### src/rtl/block_task_partitioner_core_macros.svh
// Assertion macros for the task partitioner block.
// Used by files that hold concurrent checks; expects clk and arst_n in scope.
`ifndef BLOCK_TASK_PARTITIONER_CORE_MACROS_SVH
`define BLOCK_TASK_PARTITIONER_CORE_MACROS_SVH

// Same-cycle implication, disabled during reset
`define BTP_ASSERT_NOW(label, ante, cons, msg) \
	label: assert property (@(posedge clk) disable iff (!arst_n) (ante) |-> (cons)) \
		else $error(msg);

// Next-cycle implication, disabled during reset
`define BTP_ASSERT_NEXT(label, ante, cons, msg) \
	label: assert property (@(posedge clk) disable iff (!arst_n) (ante) |=> (cons)) \
		else $error(msg);

`endif

### src/rtl/btp_pkg.sv
// Shared types and constants for the task partitioner block.
// No dependencies; imported by btp_div and block_task_partitioner_core.
package btp_pkg;

	// Field widths
	localparam int TASK_BITS = 20;
	localparam int PROC_BITS = 6;
	// Processor count 1..64 needs one bit more than an id
	localparam int CNT_BITS  = PROC_BITS + 1;
	// Iteration counter of the divider, counts 0..TASK_BITS
	localparam int ITER_BITS = $clog2(TASK_BITS + 1);

	// Request to the shared rounding divider
	typedef struct packed {
		logic                 start;
		logic [TASK_BITS-1:0] dividend;
		logic [CNT_BITS-1:0]  divisor;
	} btp_div_req_t;

	// Response from the shared rounding divider
	typedef struct packed {
		logic                 done;
		logic [TASK_BITS-1:0] quotient;
	} btp_div_rsp_t;

	// Sequencer states
	typedef enum logic [1:0] {
		S_IDLE,
		S_START,
		S_WAIT
	} btp_state_t;

endpackage

### src/rtl/btp_div.sv
// Iterative restoring divider with round-to-nearest, ties down.
// One quotient bit per cycle; depends on btp_pkg.
module btp_div (
	input  logic                 clk,
	input  logic                 arst_n,
	input  btp_pkg::btp_div_req_t req,
	output btp_pkg::btp_div_rsp_t rsp
);
	import btp_pkg::*;

	logic                 active_q;
	logic [ITER_BITS-1:0] cnt_q;
	logic [TASK_BITS-1:0] quo_q;
	logic [CNT_BITS-1:0]  rem_q;
	logic [CNT_BITS-1:0]  divisor_q;
	logic                 done_q;
	logic [TASK_BITS-1:0] result_q;

	logic [CNT_BITS:0]    shifted;
	logic [CNT_BITS:0]    diff;
	logic                 fits;
	logic                 round_up;

	// One restoring step; remainder stays below the divisor
	always_comb begin
		shifted  = {rem_q, quo_q[TASK_BITS-1]};
		diff     = shifted - {1'b0, divisor_q};
		fits     = shifted >= {1'b0, divisor_q};
		// 2*rem > divisor means the fraction is above one half
		round_up = {rem_q, 1'b0} > {1'b0, divisor_q};
	end

	// Control: active flag, step counter, done pulse
	always_ff @(posedge clk or negedge arst_n) begin
		if (!arst_n) begin
			active_q <= 1'b0;
			cnt_q    <= '0;
			done_q   <= 1'b0;
		end else begin
			done_q <= 1'b0;
			if (req.start) begin
				active_q <= 1'b1;
				cnt_q    <= '0;
			end else if (active_q) begin
				if (cnt_q == ITER_BITS'(TASK_BITS)) begin
					active_q <= 1'b0;
					done_q   <= 1'b1;
				end else begin
					cnt_q <= cnt_q + 1'b1;
				end
			end
		end
	end

	// Datapath: dividend shifts out as quotient bits shift in
	always_ff @(posedge clk) begin
		if (req.start) begin
			quo_q     <= req.dividend;
			rem_q     <= '0;
			divisor_q <= req.divisor;
		end else if (active_q) begin
			if (cnt_q == ITER_BITS'(TASK_BITS)) begin
				result_q <= quo_q + TASK_BITS'(round_up);
			end else begin
				rem_q <= fits ? diff[CNT_BITS-1:0] : shifted[CNT_BITS-1:0];
				quo_q <= {quo_q[TASK_BITS-2:0], fits};
			end
		end
	end

	assign rsp.done     = done_q;
	assign rsp.quotient = result_q;

endmodule

### src/rtl/block_task_partitioner_core.sv
// Task partitioner: one result per processor, shares from a shared rounding divider.
// Per result: S_START starts the divider, S_WAIT awaits done, then the payload is registered.
// A request for N processors occupies the block for N divisions, one per processor.
// busy is high from the cycle after start until the last result is registered.
// A request with last below first yields no result and leaves the block idle.
// Asynchronous active-low reset returns the sequencer to idle; results never stall.
module block_task_partitioner_core (
	input  logic                            clk,
	input  logic                            arst_n,
	input  logic                            start,
	output logic                            busy,
	input  logic [btp_pkg::TASK_BITS-1:0]   task_count,
	input  logic [btp_pkg::PROC_BITS-1:0]   first_proc,
	input  logic [btp_pkg::PROC_BITS-1:0]   last_proc,
	output logic                            result_valid,
	output logic [btp_pkg::PROC_BITS-1:0]   proc_id,
	output logic [btp_pkg::TASK_BITS-1:0]   assigned_count,
	output logic [btp_pkg::TASK_BITS:0]     first_task,
	output logic [btp_pkg::TASK_BITS-1:0]   last_task,
	output logic                            last_in_run
);
	import btp_pkg::*;
	`include "block_task_partitioner_core_macros.svh"

	btp_state_t           state_q, state_d;
	logic [TASK_BITS-1:0] tasks_left_q;
	logic [CNT_BITS-1:0]  procs_left_q;
	logic [TASK_BITS-1:0] high_mark_q;
	logic [PROC_BITS-1:0] cur_proc_q;
	logic [PROC_BITS-1:0] last_proc_q;
	logic                 result_valid_q;
	logic [PROC_BITS-1:0] proc_id_q;
	logic [TASK_BITS-1:0] assigned_q;
	logic [TASK_BITS:0]   first_task_q;
	logic [TASK_BITS-1:0] last_task_q;
	logic                 last_in_run_q;

	btp_div_req_t         div_req;
	btp_div_rsp_t         div_rsp;

	logic                 accept;
	logic                 empty_run;
	logic                 at_last;
	logic [TASK_BITS:0]   span_check;

	assign accept    = start && !busy;
	assign empty_run = last_proc < first_proc;
	assign at_last   = cur_proc_q == last_proc_q;

	// Shared rounding divider
	btp_div u_div (
		.clk    (clk),
		.arst_n (arst_n),
		.req    (div_req),
		.rsp    (div_rsp)
	);

	// Next state
	always_comb begin
		state_d = state_q;
		unique case (state_q)
			S_IDLE:  if (accept && !empty_run) state_d = S_START;
			S_START: state_d = S_WAIT;
			S_WAIT:  if (div_rsp.done) state_d = at_last ? S_IDLE : S_START;
			default: state_d = S_IDLE;
		endcase
	end

	// State outputs
	always_comb begin
		busy             = 1'b1;
		div_req.start    = 1'b0;
		div_req.dividend = tasks_left_q;
		div_req.divisor  = procs_left_q;
		unique case (state_q)
			S_IDLE:  busy = 1'b0;
			S_START: div_req.start = 1'b1;
			S_WAIT:  ;
			default: busy = 1'b0;
		endcase
	end

	always_ff @(posedge clk or negedge arst_n) begin
		if (!arst_n) begin
			state_q        <= S_IDLE;
			result_valid_q <= 1'b0;
		end else begin
			state_q        <= state_d;
			result_valid_q <= (state_q == S_WAIT) && div_rsp.done;
		end
	end

	// Run bookkeeping and result payload
	always_ff @(posedge clk) begin
		if (state_q == S_IDLE && accept) begin
			tasks_left_q <= task_count;
			procs_left_q <= CNT_BITS'(last_proc - first_proc) + 1'b1;
			high_mark_q  <= '0;
			cur_proc_q   <= first_proc;
			last_proc_q  <= last_proc;
		end else if (state_q == S_WAIT && div_rsp.done) begin
			tasks_left_q  <= tasks_left_q - div_rsp.quotient;
			procs_left_q  <= procs_left_q - 1'b1;
			high_mark_q   <= high_mark_q + div_rsp.quotient;
			cur_proc_q    <= cur_proc_q + 1'b1;
			proc_id_q     <= cur_proc_q;
			assigned_q    <= div_rsp.quotient;
			first_task_q  <= {1'b0, high_mark_q} + 1'b1;
			last_task_q   <= high_mark_q + div_rsp.quotient;
			last_in_run_q <= at_last;
		end
	end

	assign result_valid   = result_valid_q;
	assign proc_id        = proc_id_q;
	assign assigned_count = assigned_q;
	assign first_task     = first_task_q;
	assign last_task      = last_task_q;
	assign last_in_run    = last_in_run_q;

	// Share bounds: last_task + 1 == first_task + count
	assign span_check = {1'b0, last_task_q} + 1'b1 - {1'b0, assigned_q};

	`BTP_ASSERT_NOW(a_span, result_valid_q, span_check == first_task_q, "share span mismatch")
	`BTP_ASSERT_NOW(a_div_wait, div_rsp.done, state_q == S_WAIT, "divider done outside wait")
	`BTP_ASSERT_NEXT(a_empty, accept && empty_run, !busy, "empty request left block busy")
	`BTP_ASSERT_NOW(a_final, result_valid_q && last_in_run_q, !busy, "busy after final item")
	`BTP_ASSERT_NOW(a_mid, result_valid_q && !last_in_run_q, busy, "idle before final item")

endmodule

### config.mk
export PLATFORM = sky130hd
export DESIGN_NAME = block_task_partitioner_core
export DESIGN_NICKNAME = d
export VERILOG_FILES = /design/src/rtl/btp_pkg.sv /design/src/rtl/btp_div.sv /design/src/rtl/block_task_partitioner_core.sv
export VERILOG_INCLUDE_DIRS = /design/src /design/src/rtl
export SDC_FILE = /design/constraint.sdc
export NUM_CORES = 1
export LEC_CHECK = 0
export BUFFER_PORTS_ARGS = -buffer_cell sky130_fd_sc_hd__clkbuf_2
export CORE_MARGIN = 2
export CORE_UTILIZATION = 65
export CTS_BUF_LIST = sky130_fd_sc_hd__clkbuf_2
export DETAILED_ROUTE_END_ITERATION = 7
export HOLD_SLACK_MARGIN = 0.12
export PLACE_DENSITY = 0.95
export SYNTH_ARGS = -nofsm -noshare
export SYNTH_HDL_FRONTEND = slang
export SYNTH_SLANG_ARGS = --single-unit
### constraint.sdc
create_clock -name clk -period 11.8 [get_ports clk]
set_clock_uncertainty 0.1 [all_clocks]
set_input_delay 0.59 -clock clk [delete_from_list [all_inputs] [get_ports clk]]
set_output_delay 0.59 -clock clk [all_outputs]
set_load 0.1 [all_outputs]
==> summary.md, run 1 <==
| Metric | Value |
|---|---|
| Overall Power | 2.18 mW |
| # resized after CTS | 0 |
| GPL Wtd Cong | between 0.9 and 1 |
| Residual DRC count | 0 |
| Area of the multi-input gates | between 0.004 and 0.005 mm² |
| Routed Antenna Nets | 0 |
| Syn_nets | between 1k and 1.5k |
| TritonRoute pass-1 iters | 5 |
| Worst Path Max Fanout | 5 |
| Initial Util | between 60 and 70% |
| Synth Instances | about 950 |
| Port Buf Inserts | 104 |
| Fin cells | about 1.3k |
| Synth Flop Type | edfxtp_1 |
| Critical path class | reg2reg |
| Clk slew on worst S/H paths | 0.26 ns |
| Wirelength per Cell | 18.1 µm |
| Worst Max-Slew Pin Slew | 0.948 ns |
| Tcrit/Tclk final | around a quarter |
| Synth area leader | edfxtp_1 |
| Chip width | between 100 and 150 µm |
| Register-to-Register Path Depth | 11 |
| Total grt overflow | 0 |
| Post-synth ARST share | 5.24% |
| Top cells by area, synth | edfxtp_1, ha_1, dfxtp_1, xnor2_1, nand2_1 |
| Final Slew Violations | 0 |
| Final setup violating endpoints | 0 |
| Peak supply drop | ~0.00017 V |
| # IOs | 105 |
| Tot GR Track Use | slightly below 30% |
| Vias per cell | 5.96 |
| Initial drt markers | slightly below 800 |
| R2R Setup Slk | 8.75 ns |
| Pwr Density | approximately 190 mW/mm² |
| Hold Fails Final Rpt | 0 |
| Total wire length | between 20,000 and 25,000 µm |
| Die area | about 0.017 mm² |
| Vias in the first global route | roughly 7.7k |
| Crit path to | u_div.result_q[18] |
| Via count | 7,852 |
| Commonest cells post-synth | edfxtp_1, nand2_1, nor2_1 |
| Number of distinct library cells after synthesis | 66 |
| Outcome | complete, no violations |
| FF/Latch Area | roughly 0.0054 mm² |
| Antenna violations before repair | 1 |
| Worst path arrival time | 3.55 ns |
| Synth Register Bits | about 190 |
| Syn avg cell area | 11.0 µm² |
| Final Critical Period | roughly 3 ns |
| # fillers | about 1.0k |
| Area Overhead vs Synth | 13.1% |
| Top-count cell post-synth | edfxtp_1 |
| Core ar. | between 0.015 and 0.02 mm² |
| RSZ-0062 raised after global routing | no |
| Die H | ~130 µm |
| Slew margin rel. | between 30% and 40% |
| Synthesized area | about 0.010 mm² |
| Design area | about 0.012 mm² |
| Post-synth EDFFs | approximately 150 |
| Clock root buffer | clkbuf_2 |
| CP Launch Type | flop |
| CP Data Required Time | 12.30 ns |
| Max Cap Viol | 0 |
| CTS Sinks | between 150 and 200 |
| Setup Buffers After CTS | 0 |
| Seq/Total Area, Yosys | 52.2% |
| CTS H-Tree Depth | 4 |
| Fin Setup TNS | 0 ns |
| HP Class | in2reg |
| Critical R2R Capture | u_div.result_q[18] |
| Worst r2r src | u_div.divisor_q[5] |
| Leakage power | 4.83 nW |
| First-pass GRT wire length | ~38,000 µm |
| Critical Path Start | u_div.divisor_q[5] |
| Synth warn | 0 |
| Clock latency on the worst-skew pair | just over 0.8 ns |
| Bufs on Longest Clock Path | 2 |
| Cell Area, Placed | approximately 0.011 mm² |
| Final nets | approximately 1.2k |
| CP Capture Type | flop |
| Share of the synthesized area in the top cell type | between 40% and 50% |
| Fraction of layout cells with a size suffix above 1 | between 15 and 20% |
| CTS Buf Count | 17 |
| TritonCTS clock tree | built |
| Largest net degree at the start of global routing | 75 |
| Post-Place Cells | 1,251 |
| Num rows | 46 |
| Final core utilization | about three quarters |
| Max Freq | approximately 330 MHz |
| DP HPWL | around 17,000 µm |
-- sequential cells by signal (all words and copies together) (netlist names) --
name	flops
first_task	21
assigned_count	20
high_mark_q	20
last_task	20
tasks_left_q	20
u_div.quo_q	20
u_div.result_q	20
procs_left_q	7
u_div.divisor_q	7
u_div.rem_q	7
cur_proc_q	6
last_proc_q	6
proc_id	6
u_div.cnt_q	5
state_q	2
last_in_run	1
result_valid	1
u_div.active_q	1
u_div.done_q	1
-- worst min-delay path by stage --
| stage | from | endpoint | slack, ns | depth (start not counted) |
|---|---|---|---|---|
| 2_1_floorplan | arst_n | result_valid | 0.19 | 0 |
| 3_3_place_gp | u_div.rem_q[5] | u_div.rem_q[5] | 0.36 | 2 |
| 3_5_place_dp | procs_left_q[1] | u_div.divisor_q[1] | 0.37 | 0 |
| 4_1_cts | start | state_q[1] | 0.26 | 5 |
| 5_1_grt | start | state_q[1] | 0.29 | 5 |
| 6_report | start | state_q[1] | 0.27 | 5 |
-- cells in the final DEF, fill, tap and decap left out, types with 14 or more instances in the layout --
cell type      count
a21o_1            18
a21oi_1           63
clkbuf_2         121
dfxtp_1           27
dlygate4sd3_1     34
edfxtp_1         154
ha_1              69
inv_1             67
mux2_2            21
nand2_1           93
nand3_1           30
nand4_1           14
nor2_1            70
nor3_1            21
o21ai_0           40
xnor2_1           56
xor2_1            29
-- logic make-up (layout without fill, tap and decap cells) --
kind of cell / after synthesis / count (layout) / synth area share [%]
simple gates: 290 / 290 / 13.3
compound gates: 192 / 192 / 12.0
flops: 191 / 191 / 52.2
buf+inv: 90 / 245 / 3.38
xor+xnor: 85 / 85 / 7.18
fa+ha+maj: 75 / 75 / 9.48
mux: 23 / 23 / 2.47
other cells: 0 / 1 / 0
-- per-layer routing --
metal  vias up  share of wire, %  track usage [%]
met5         -                 0                0
met3        47               6.8             4.59
met2       361                51             52.0
li1       3703                 -                -
met4         0               2.8             13.2
met1      3741                39             34.9
-- stage by stage --
stage	setup WS [ns]	hold WS, ns
floorplan	6.12	0.194
global placement	8.95	0.359
detailed placement	8.84	0.368
CTS	8.81	0.258
global route	8.60	0.292
finish	8.75	0.274
-- where the power goes --
part	leakage (nW)	internal [mW]	switching, mW	total (mW)
clock	0.147	0.118	0.228	0.346
sequential	1.78	0.914	0.113	1.03
combinational	2.91	0.339	0.468	0.808
total	4.83	1.37	0.809	2.18
-- timing repair --
item / in CTS / in global routing
setup endpoints to repair: 0 / 0
hold endpoints to repair: 42 / 0
hold buffers: 34 / 0
-- worst max-delay path, stage by stage (launching register included) --
cell and delay, ns:
edfxtp_1 0.39, inv_1 0.04, ha_1 0.34, a21o_1 0.16, a211o_1 0.18, o32a_1 0.23
ha_1 0.28, ha_1 0.30, nand2_1 0.14, nor3_1 0.41, nand2_1 0.12, xnor2_1 0.14
-- layout make-up --
class	instances	area share [%]
well taps	216	2.31
inverters	68	2.18
multi-input cells	665	39.4
clock inverters	15	1.41
repair buffers	145	7.79
diodes	1	0.0213
clock buffers	17	0.726
flip-flops and latches	191	46.2
Power figures use the tool's default switching activity.
==> inputs of run 2 (changes only) <==
--- a/config.mk
+++ b/config.mk
@@ -6,13 +6,14 @@
 export SDC_FILE = /design/constraint.sdc
 export NUM_CORES = 1
 export LEC_CHECK = 0
+export ABC_AREA = 1
 export BUFFER_PORTS_ARGS = -buffer_cell sky130_fd_sc_hd__clkbuf_2
 export CORE_MARGIN = 2
-export CORE_UTILIZATION = 65
+export CORE_UTILIZATION = 56
 export CTS_BUF_LIST = sky130_fd_sc_hd__clkbuf_2
 export DETAILED_ROUTE_END_ITERATION = 7
 export HOLD_SLACK_MARGIN = 0.12
-export PLACE_DENSITY = 0.95
+export PLACE_DENSITY = 0.88
 export SYNTH_ARGS = -nofsm -noshare
 export SYNTH_HDL_FRONTEND = slang
 export SYNTH_SLANG_ARGS = --single-unit
==> constraint.sdc (replaced) <==
create_clock -name clk -period 2.8 [get_ports clk]
set_clock_uncertainty 0.1 [all_clocks]
set_input_delay 0.14 -clock clk [delete_from_list [all_inputs] [get_ports clk]]
set_output_delay 0.14 -clock clk [all_outputs]
set_load 0.1 [all_outputs]
==> run 2 against run 1 <==
The run now ends with setup timing left. Worst setup slack lost 8.9 ns. First-iteration DRC count rose by 13%. Via count grew 18%. Critical endpoint is now u_div.result_q[16]. Fmax rose by 5.0%. Critical path depth up 5. Sequential cell count stayed put. Register-to-register slack worse by 8.9 ns. Core utilization down 5.9 points. Worst hold slack worse by 0.045 ns. Combinational power rose to 4.8 times the previous value. Global-route usage is 3.4 points lower. Sequential power increased to 4.1 times the previous value.
==> summary.md, run 2 <==
| Metric | Value |
|---|---|
| Clock root buffer | clkbuf_2 |
| TritonCTS clock tree | built |
| Wirelength per Cell | 15.1 µm (-17%) |
| Post-Synth Adder-Cell Area | 8.99% (-0.49 points) |
| Total wire length | 26,300 µm (+10%) |
| Worst Max-Slew Pin Slew | 0.558 ns (-0.389 ns) |
| Metal2 WL | 13,400 µm (+8.7%) |
| Synth warn | 0 (unchanged) |
| Max Cap Viol | 0 (unchanged) |
| Vias in the first global route | 8,884 (+15%) |
| Outcome | complete, but fails checks |
| Area Overhead vs Synth | 21.5% |
| Port Buf Inserts | 104 (unchanged) |
| DP HPWL | 18,700 µm (+13%) |
| Tot GR Track Use | 25.7% (-3.4 points) |
| Largest register FFs | 21 (unchanged) |
| Synth Flop Type | edfxtp_1 |
| Synth Register Bits | 191 (unchanged) |
| Largest net degree at the start of global routing | 46 (-39%) |
| Die H | 144 µm (+10%) |
| Post-synth ARST share | 5.24% (unchanged) |
| Die area | 0.0207 mm² (+22%) |
| Critical path's slowest cell | edfxtp_1 |
| CP Data Required Time | 3.25 ns (-9.05 ns) |
| Synth Instances | 1,238 (+31%) |
| Clock latency on the worst-skew pair | 0.78 ns (-0.04 ns) |
| Final nets | 1,576 (+32%) |
| Initial drt markers | 877 (+13%) |
| Leakage power | 6.18 nW (+28%) |
| Chip width | 144 µm (+10%) |
| Crit-path max cell delay | 0.42 ns (about the same) |
| Total grt overflow | 0 (unchanged) |
| Hold Fails Final Rpt | 0 (unchanged) |
| Final setup violating endpoints | 7 (+7) |
| CP Capture Type | flop |
| Final Critical Period | 2.90 ns (-0.146 ns) |
| Max Freq | 344 MHz (+5.0%) |
| CTS Buf Count | 17 (unchanged) |
| Simple-gate share of the synthesized area | 23.6% (+10 points) |
| CP Cell Sequence | inv_2 > ha_4 > inv_1 > o21bai_1 > a21oi_2 > a21oi_2 > ha_2 > ha_4 > nand3_4 > nor2_4 > nand3_4 > nor2_4 > nand2_4 > nor2_4 > nand2_1 > xor2_1 |
| Worst Path Max Fanout | 3 (-2) |
| Core ar. | 0.0193 mm² (+23%) |
| Most frequent CP cell | nor2_4 |
| Tcrit/Tclk final | 104% (+78 points) |
| Worst path arrival time | 3.36 ns (-0.19 ns) |
| First-pass GRT wire length | 41,500 µm (+10%) |
| Synthesized area | 0.0109 mm² (+5.5%) |
| RSZ-0062 raised after global routing | yes |
| Vias per cell | 5.29 (-11%) |
| CTS H-Tree Depth | 4 (unchanged) |
| Routed Antenna Nets | 0 (unchanged) |
| Initial Util | 56.6% (-9.4 points) |
| TritonRoute pass-1 iters | 6 (+1) |
| Slew margin rel. | 62.8% (+26 points) |
| Synth area leader | edfxtp_1 |
| Synth Area in Compound Gates | 6.04% (-6.0 points) |
| Place WS | -0.0164 ns (-8.85 ns) |
| GPL Wtd Cong | 0.950 (+5.1%) |
| Commonest non-fill, non-tap cell in the layout | nand2_1 |
| Xor and xnor area share after synthesis | 4.88% (-2.3 points) |
| Top sig layer | met4 |
| Syn_nets | 1,348 (+28%) |
| Final Slew Violations | 0 (unchanged) |
| Peak supply drop | 0.000423 V (+150%) |
| Share of the synthesized area in the top cell type | 42.3% (-2.3 points) |
| Antenna violations before repair | 1 (unchanged) |
| Post-synth EDFFs | 154 (unchanged) |
| Most frequent cells in the layout | nand2_1, inv_1, edfxtp_1, clkbuf_2, nor2_1 |
| Seq/Total Area, Yosys | 49.5% (-2.7 points) |
| Pwr Density | 708 mW/mm² (+280%) |
| Bufs on Longest Clock Path | 2 (unchanged) |
| CP Launch Type | flop |
| Syn avg cell area | 8.84 µm² (-19%) |
| Critical path class | reg2reg |
| Via count | 9,227 (+18%) |
| Met1 WL | 10,400 µm (+12%) |
| Met3 Wirelength | 1890 µm (+16%) |
| CTS Sinks | 191 (unchanged) |
| Fin Setup TNS | -0.431 ns (-0.431 ns) |
| Num rows | 51 (+11%) |
| Violated checks | setup timing |
| Residual DRC count | 0 (unchanged) |
| HP Class | in2async |
| Top cells by area, synth | edfxtp_1, nand2_1, ha_1, inv_1, dfxtp_1 |
| Clk slew on worst S/H paths | 0.29 ns (+0.03 ns) |
| Post-synthesis mux area share | 0.0915% (-2.4 points) |
| Top-count cell post-synth | nand2_1 |
| # IOs | 105 (unchanged) |
| Fraction of layout cells with a size suffix above 1 | 16.1% (+0.11 points) |
| Worst Slack Setup Final | -0.104 ns (-8.85 ns) |
| Largest family of logic cells by synthesized area | simple AND/OR/NAND/NOR gates |
| Number of distinct library cells after synthesis | 38 (-42%) |
| Commonest cells post-synth | nand2_1, inv_1, edfxtp_1 |
[run 2: final timing paths]
| path | from | end | slack [ns] | depth (start not counted) |
|---|---|---|---|---|
| max | u_div.divisor_q[5] | u_div.result_q[16] | -0.10 | 16 |
| min | arst_n | u_div.cnt_q[2] | 0.23 | 3 |
| max reg2reg | u_div.divisor_q[5] | u_div.result_q[16] | -0.10 | 16 |
| min reg2reg | u_div.rem_q[6] | u_div.rem_q[6] | 0.41 | 2 |
| max in group asynchronous | arst_n | u_div.done_q | 2.05 | 3 |
| min in group clk | last_proc[0] | procs_left_q[0] | 0.25 | 5 |
[run 2: per-layer routing]
layer  track usage [%]  up-vias
met5                 0        -
li1                  -     4502
met1              31.5     4261
met3              4.00       59
met2              46.4      405
met4              8.62        0
[run 2: critical path, delay by kind of cell, from the launching register on]
kind / cells / cell delay, ns
buf+inv: 2 / 0.11
xor+xnor: 1 / 0.13
fa+ha+maj: 3 / 0.66
flops: 1 / 0.42
compound gates: 3 / 0.52
simple gates: 7 / 0.76
[run 2: through the flow]
| stage | instance area, µm² | power, mW | instances | utilization, % | hold WS (ns) |
|---|---|---|---|---|---|
| detailed placement | 11900 | 7.43 | 1613 | 61.7 | -0.0884 |
| global route | 13300 | 9.98 | 1745 | 68.7 | 0.230 |
| floorplan | 10900 | 6.55 | 1238 | - | -0.256 |
| CTS | 13000 | 9.06 | 1727 | 67.3 | 0.182 |
| global placement | 11900 | 7.24 | 1613 | 61.7 | -0.0869 |
| finish | 13300 | 9.40 | 1745 | 68.7 | 0.229 |
[run 2: kinds of logic after synthesis]
logic type                 after synthesis
muxes                                    1
buffers and inverters                  198
AOI/OAI and AO/OA                      125
DFF                                    191
xor gates and xnor gates                61
adders and majority gates               75
and+or+nand+nor                        587
[run 2: report_power, final]
part           total, mW  switching, mW  leakage, nW  internal [mW]
Clock               1.34           1.05        0.143          0.294
Sequential          4.21          0.416         1.83           3.80
Combinational       3.85           2.34         4.20           1.51
[run 2: cell type report]
cell class / instances / area [µm²]
Fill cell: 1431 / 6050
Sequential cell: 191 / 5420
Multi-Input combinational cell: 849 / 4950
Timing Repair Buffer: 222 / 1650
Inverter: 185 / 694
Tap cell: 265 / 332
Clock inverter: 14 / 146
Clock buffer: 18 / 90.1
Antenna cell: 1 / 2.50
[run 2: what timing repair did]
item	4_1_cts	5_1_grt
pin swaps	5	10
hold buffers	81	0
buffers inserted	1	17
hold endpoints to repair	69	0
setup endpoints to repair	4	18
resized for setup	9	29
==> inputs of run 3 (changes only) <==
--- a/config.mk
+++ b/config.mk
@@ -7,7 +7,7 @@
 export NUM_CORES = 1
 export LEC_CHECK = 0
 export ABC_AREA = 1
-export BUFFER_PORTS_ARGS = -buffer_cell sky130_fd_sc_hd__clkbuf_2
+export BUFFER_PORTS_ARGS = -buffer_cell sky130_fd_sc_hd__buf_2
 export CORE_MARGIN = 2
 export CORE_UTILIZATION = 56
 export CTS_BUF_LIST = sky130_fd_sc_hd__clkbuf_2
==> run 3 against run 2 <==
The flow still finishes with violations (setup timing). Clock power is essentially flat. Total power is 1.1% higher. Final area is 0.55% higher. Sequential share of layout area is 0.22 points lower. Via count is 1.0% higher. Die area unchanged. First-iteration DRC count rose by 0.68%. Combinational power grew 2%. Global-route usage down 1.0 points. Register-to-register slack improved by 0.06 ns. Critical endpoint is now u_div.result_q[13].
==> summary.md, run 3 (synthesis results as in run 2) <==
| Metric | Value |
|---|---|
| Outcome | complete, but fails checks |
| Violated checks | setup timing |
| Die area | 0.0207 mm² (unchanged) |
| CTS H-Tree Depth | 4 (unchanged) |
| CTS Sinks | 191 (unchanged) |
| Vias per cell | 5.34 (+1.0%) |
| CP Data Required Time | 3.27 ns (+0.02 ns) |
| Tcrit/Tclk final | 101% (-2.3 points) |
| Worst Max-Slew Pin Slew | 0.891 ns (+0.333 ns) |
| Cell Area, Placed | 0.0119 mm² (about the same) |
| Routed Antenna Nets | 0 (unchanged) |
| Num rows | 51 (unchanged) |
| Fraction of layout cells with a size suffix above 1 | 16.8% (+0.74 points) |
| Place WS | -0.0641 ns (-0.0478 ns) |
| Max Freq | 352 MHz (+2.3%) |
| Leakage power | 6.19 nW (+0.16%) |
| First-pass GRT wire length | 40,000 µm (-3.5%) |
| Clock root buffer | clkbuf_2 |
| Switching pwr | 3.84 mW (+1.1%) |
| Bufs on Longest Clock Path | 2 (unchanged) |
| Overall Power | 9.50 mW (+1.1%) |
| Fin cells | 1,745 (unchanged) |
| DP HPWL | 18,100 µm (-3.3%) |
| TritonRoute pass-1 iters | 5 (-1) |
| Post-Place Cells | 1,610 (-0.19%) |
| HP Class | in2reg |
| Critical Path Start | u_div.divisor_q[5] |
| Total grt overflow | 0 (unchanged) |
| CP Capture Type | flop |
| Wirelength per Cell | 15.2 µm (+0.38%) |
| Chip width | 144 µm (unchanged) |
| Sequential share of power | 44.3% (-0.5 points) |
| CP Launch Type | flop |
| Die H | 144 µm (unchanged) |
| Max Cap Viol | 0 (unchanged) |
| RSZ-0062 raised after global routing | yes |
| # IOs | 105 (unchanged) |
| Area Overhead vs Synth | 22.1% |
| Pint | 5.66 mW (+1.1%) |
| Most frequent cells in the layout | nand2_1, inv_1, edfxtp_1, buf_2, nor2_1 |
| Hold_ws | 0.218 ns (-0.0108 ns) |
| Final nets | 1,576 (unchanged) |
| Final core utilization | 69.1% (+0.38 points) |
| Peak supply drop | 0.000451 V (+6.6%) |
| Initial Util | 56.6% (unchanged) |
| Total wire length | 26,400 µm (+0.38%) |
| Antenna violations before repair | 1 (unchanged) |
| Tot GR Track Use | 24.7% (-1.0 points) |
| Pwr Density | 711 mW/mm² (+0.51%) |
| Final Slew Violations | 0 (unchanged) |
| Worst Path Max Fanout | 4 (+1) |
| Largest register FFs | 21 (unchanged) |
| Part of the power in the clock network | 14.2% (about the same) |
| Residual DRC count | 0 (unchanged) |
| CTS Buf Count | 17 (unchanged) |
| Port Buf Inserts | 104 (unchanged) |
| Critical path class | reg2reg |
| Clk slew on worst S/H paths | 0.32 ns (+0.03 ns) |
| Commonest non-fill, non-tap cell in the layout | nand2_1 |
| Worst path arrival time | 3.31 ns (-0.05 ns) |
| Fin Setup TNS | -0.104 ns (+0.327 ns) |
| Worst r2r src | u_div.divisor_q[5] |
| Design area | 0.0134 mm² (+0.55%) |
| Final setup violating endpoints | 4 (-3) |
| Hold Fails Final Rpt | 0 (unchanged) |
| GPL Wtd Cong | 0.925 (-2.6%) |
| Combinational fraction of design power | 41.5% (+0.6 points) |
| Min-delay src | last_proc[0] |
| Slew margin rel. | 40.5% (-22 points) |
| Worst Slack Setup Final | -0.0390 ns (+0.0647 ns) |
| Clock latency on the worst-skew pair | 0.80 ns (+0.02 ns) |
| Core ar. | 0.0193 mm² (unchanged) |
| Switching Share | 40.5% (about the same) |
| Vias in the first global route | 8,803 (-0.91%) |
| Largest net degree at the start of global routing | 46 (unchanged) |
| Via count | 9,323 (+1.0%) |
| Final Critical Period | 2.84 ns (-0.0647 ns) |
| TritonCTS clock tree | built |
| Initial drt markers | 883 (+0.68%) |
run 3: cell count changes in the layout (fill, tap and decap cells not counted), moves of 2 or more:
cell and delta:
clkinvlp_4 +2, clkbuf_2 -104, ha_1 -2, dlygate4sd3_1 -2
nor2_2 +4, ha_4 +2, buf_2 +104, nor2_1 -4
inv_1 -2, clkinv_4 -2, inv_2 +2
run 3: path summary, 6_finish.rpt:
kind                                      endpoint  slack [ns]  depth (start not counted)
worst max register to register  u_div.result_q[13]       -0.04                         17
max in group asynchronous               state_q[1]        2.06                          3
worst min-delay path               procs_left_q[0]        0.22                          5
worst min register to register      u_div.rem_q[6]        0.42                          2
worst max-delay path            u_div.result_q[13]       -0.04                         17
min in group asynchronous           u_div.cnt_q[3]        0.23                          3
run 3: what timing repair did:
action                                  in CTS  in global routing
endpoints found under the setup margin       5                 19
hold buffers                                79                  0
gates resized for setup                     16                 31
hold endpoints to repair                    79                  0
pin swaps                                   12                 13
gates cloned                                 0                  1
setup buffers                                5                 18
run 3: layout make-up:
type | count | area (µm²)
fillers | 1430 | 5970
flip-flops and latches | 191 | 5420
multi-input cells | 849 | 5000
repair buffers | 222 | 1680
inverters | 185 | 694
well taps | 265 | 332
clock inverters | 14 | 149
clock buffers | 18 | 90.1
diodes | 1 | 2.50
run 3: layer usage:
layer / GRT usage, % / vias to the layer above / wire length, µm
met1: 30.4 / 4340 / 10800
met5: 0 / - / 0
li1: - / 4499 / -
met3: 4.27 / 65 / 1780
met4: 9.18 / 0 / 740
met2: 43.6 / 419 / 13100
run 3: critical path, stage by stage, from the launching register on:
cell and delay, ns:
edfxtp_1 0.46, inv_2 0.09, ha_4 0.22, nand2_4 0.07, nor3_2 0.04, buf_4 0.13
nand4_1 0.07, nor2_2 0.05, a21oi_2 0.15, ha_2 0.24, buf_6 0.11, nand3_4 0.10
nor2_4 0.14, nand2_2 0.10, nor2_4 0.15, nand3_4 0.13, buf_6 0.16, xor2_2 0.13
run 3: power by group through the flow:
stage / logic, mW / clock network, mW / registers (mW)
floorplan: 2.45 / 0 / 4.10
global placement: 3.05 / 0 / 4.18
detailed placement: 3.22 / 0 / 4.21
CTS: 3.61 / 1.36 / 4.16
global route: 4.39 / 1.45 / 4.25
finish: 3.94 / 1.35 / 4.21
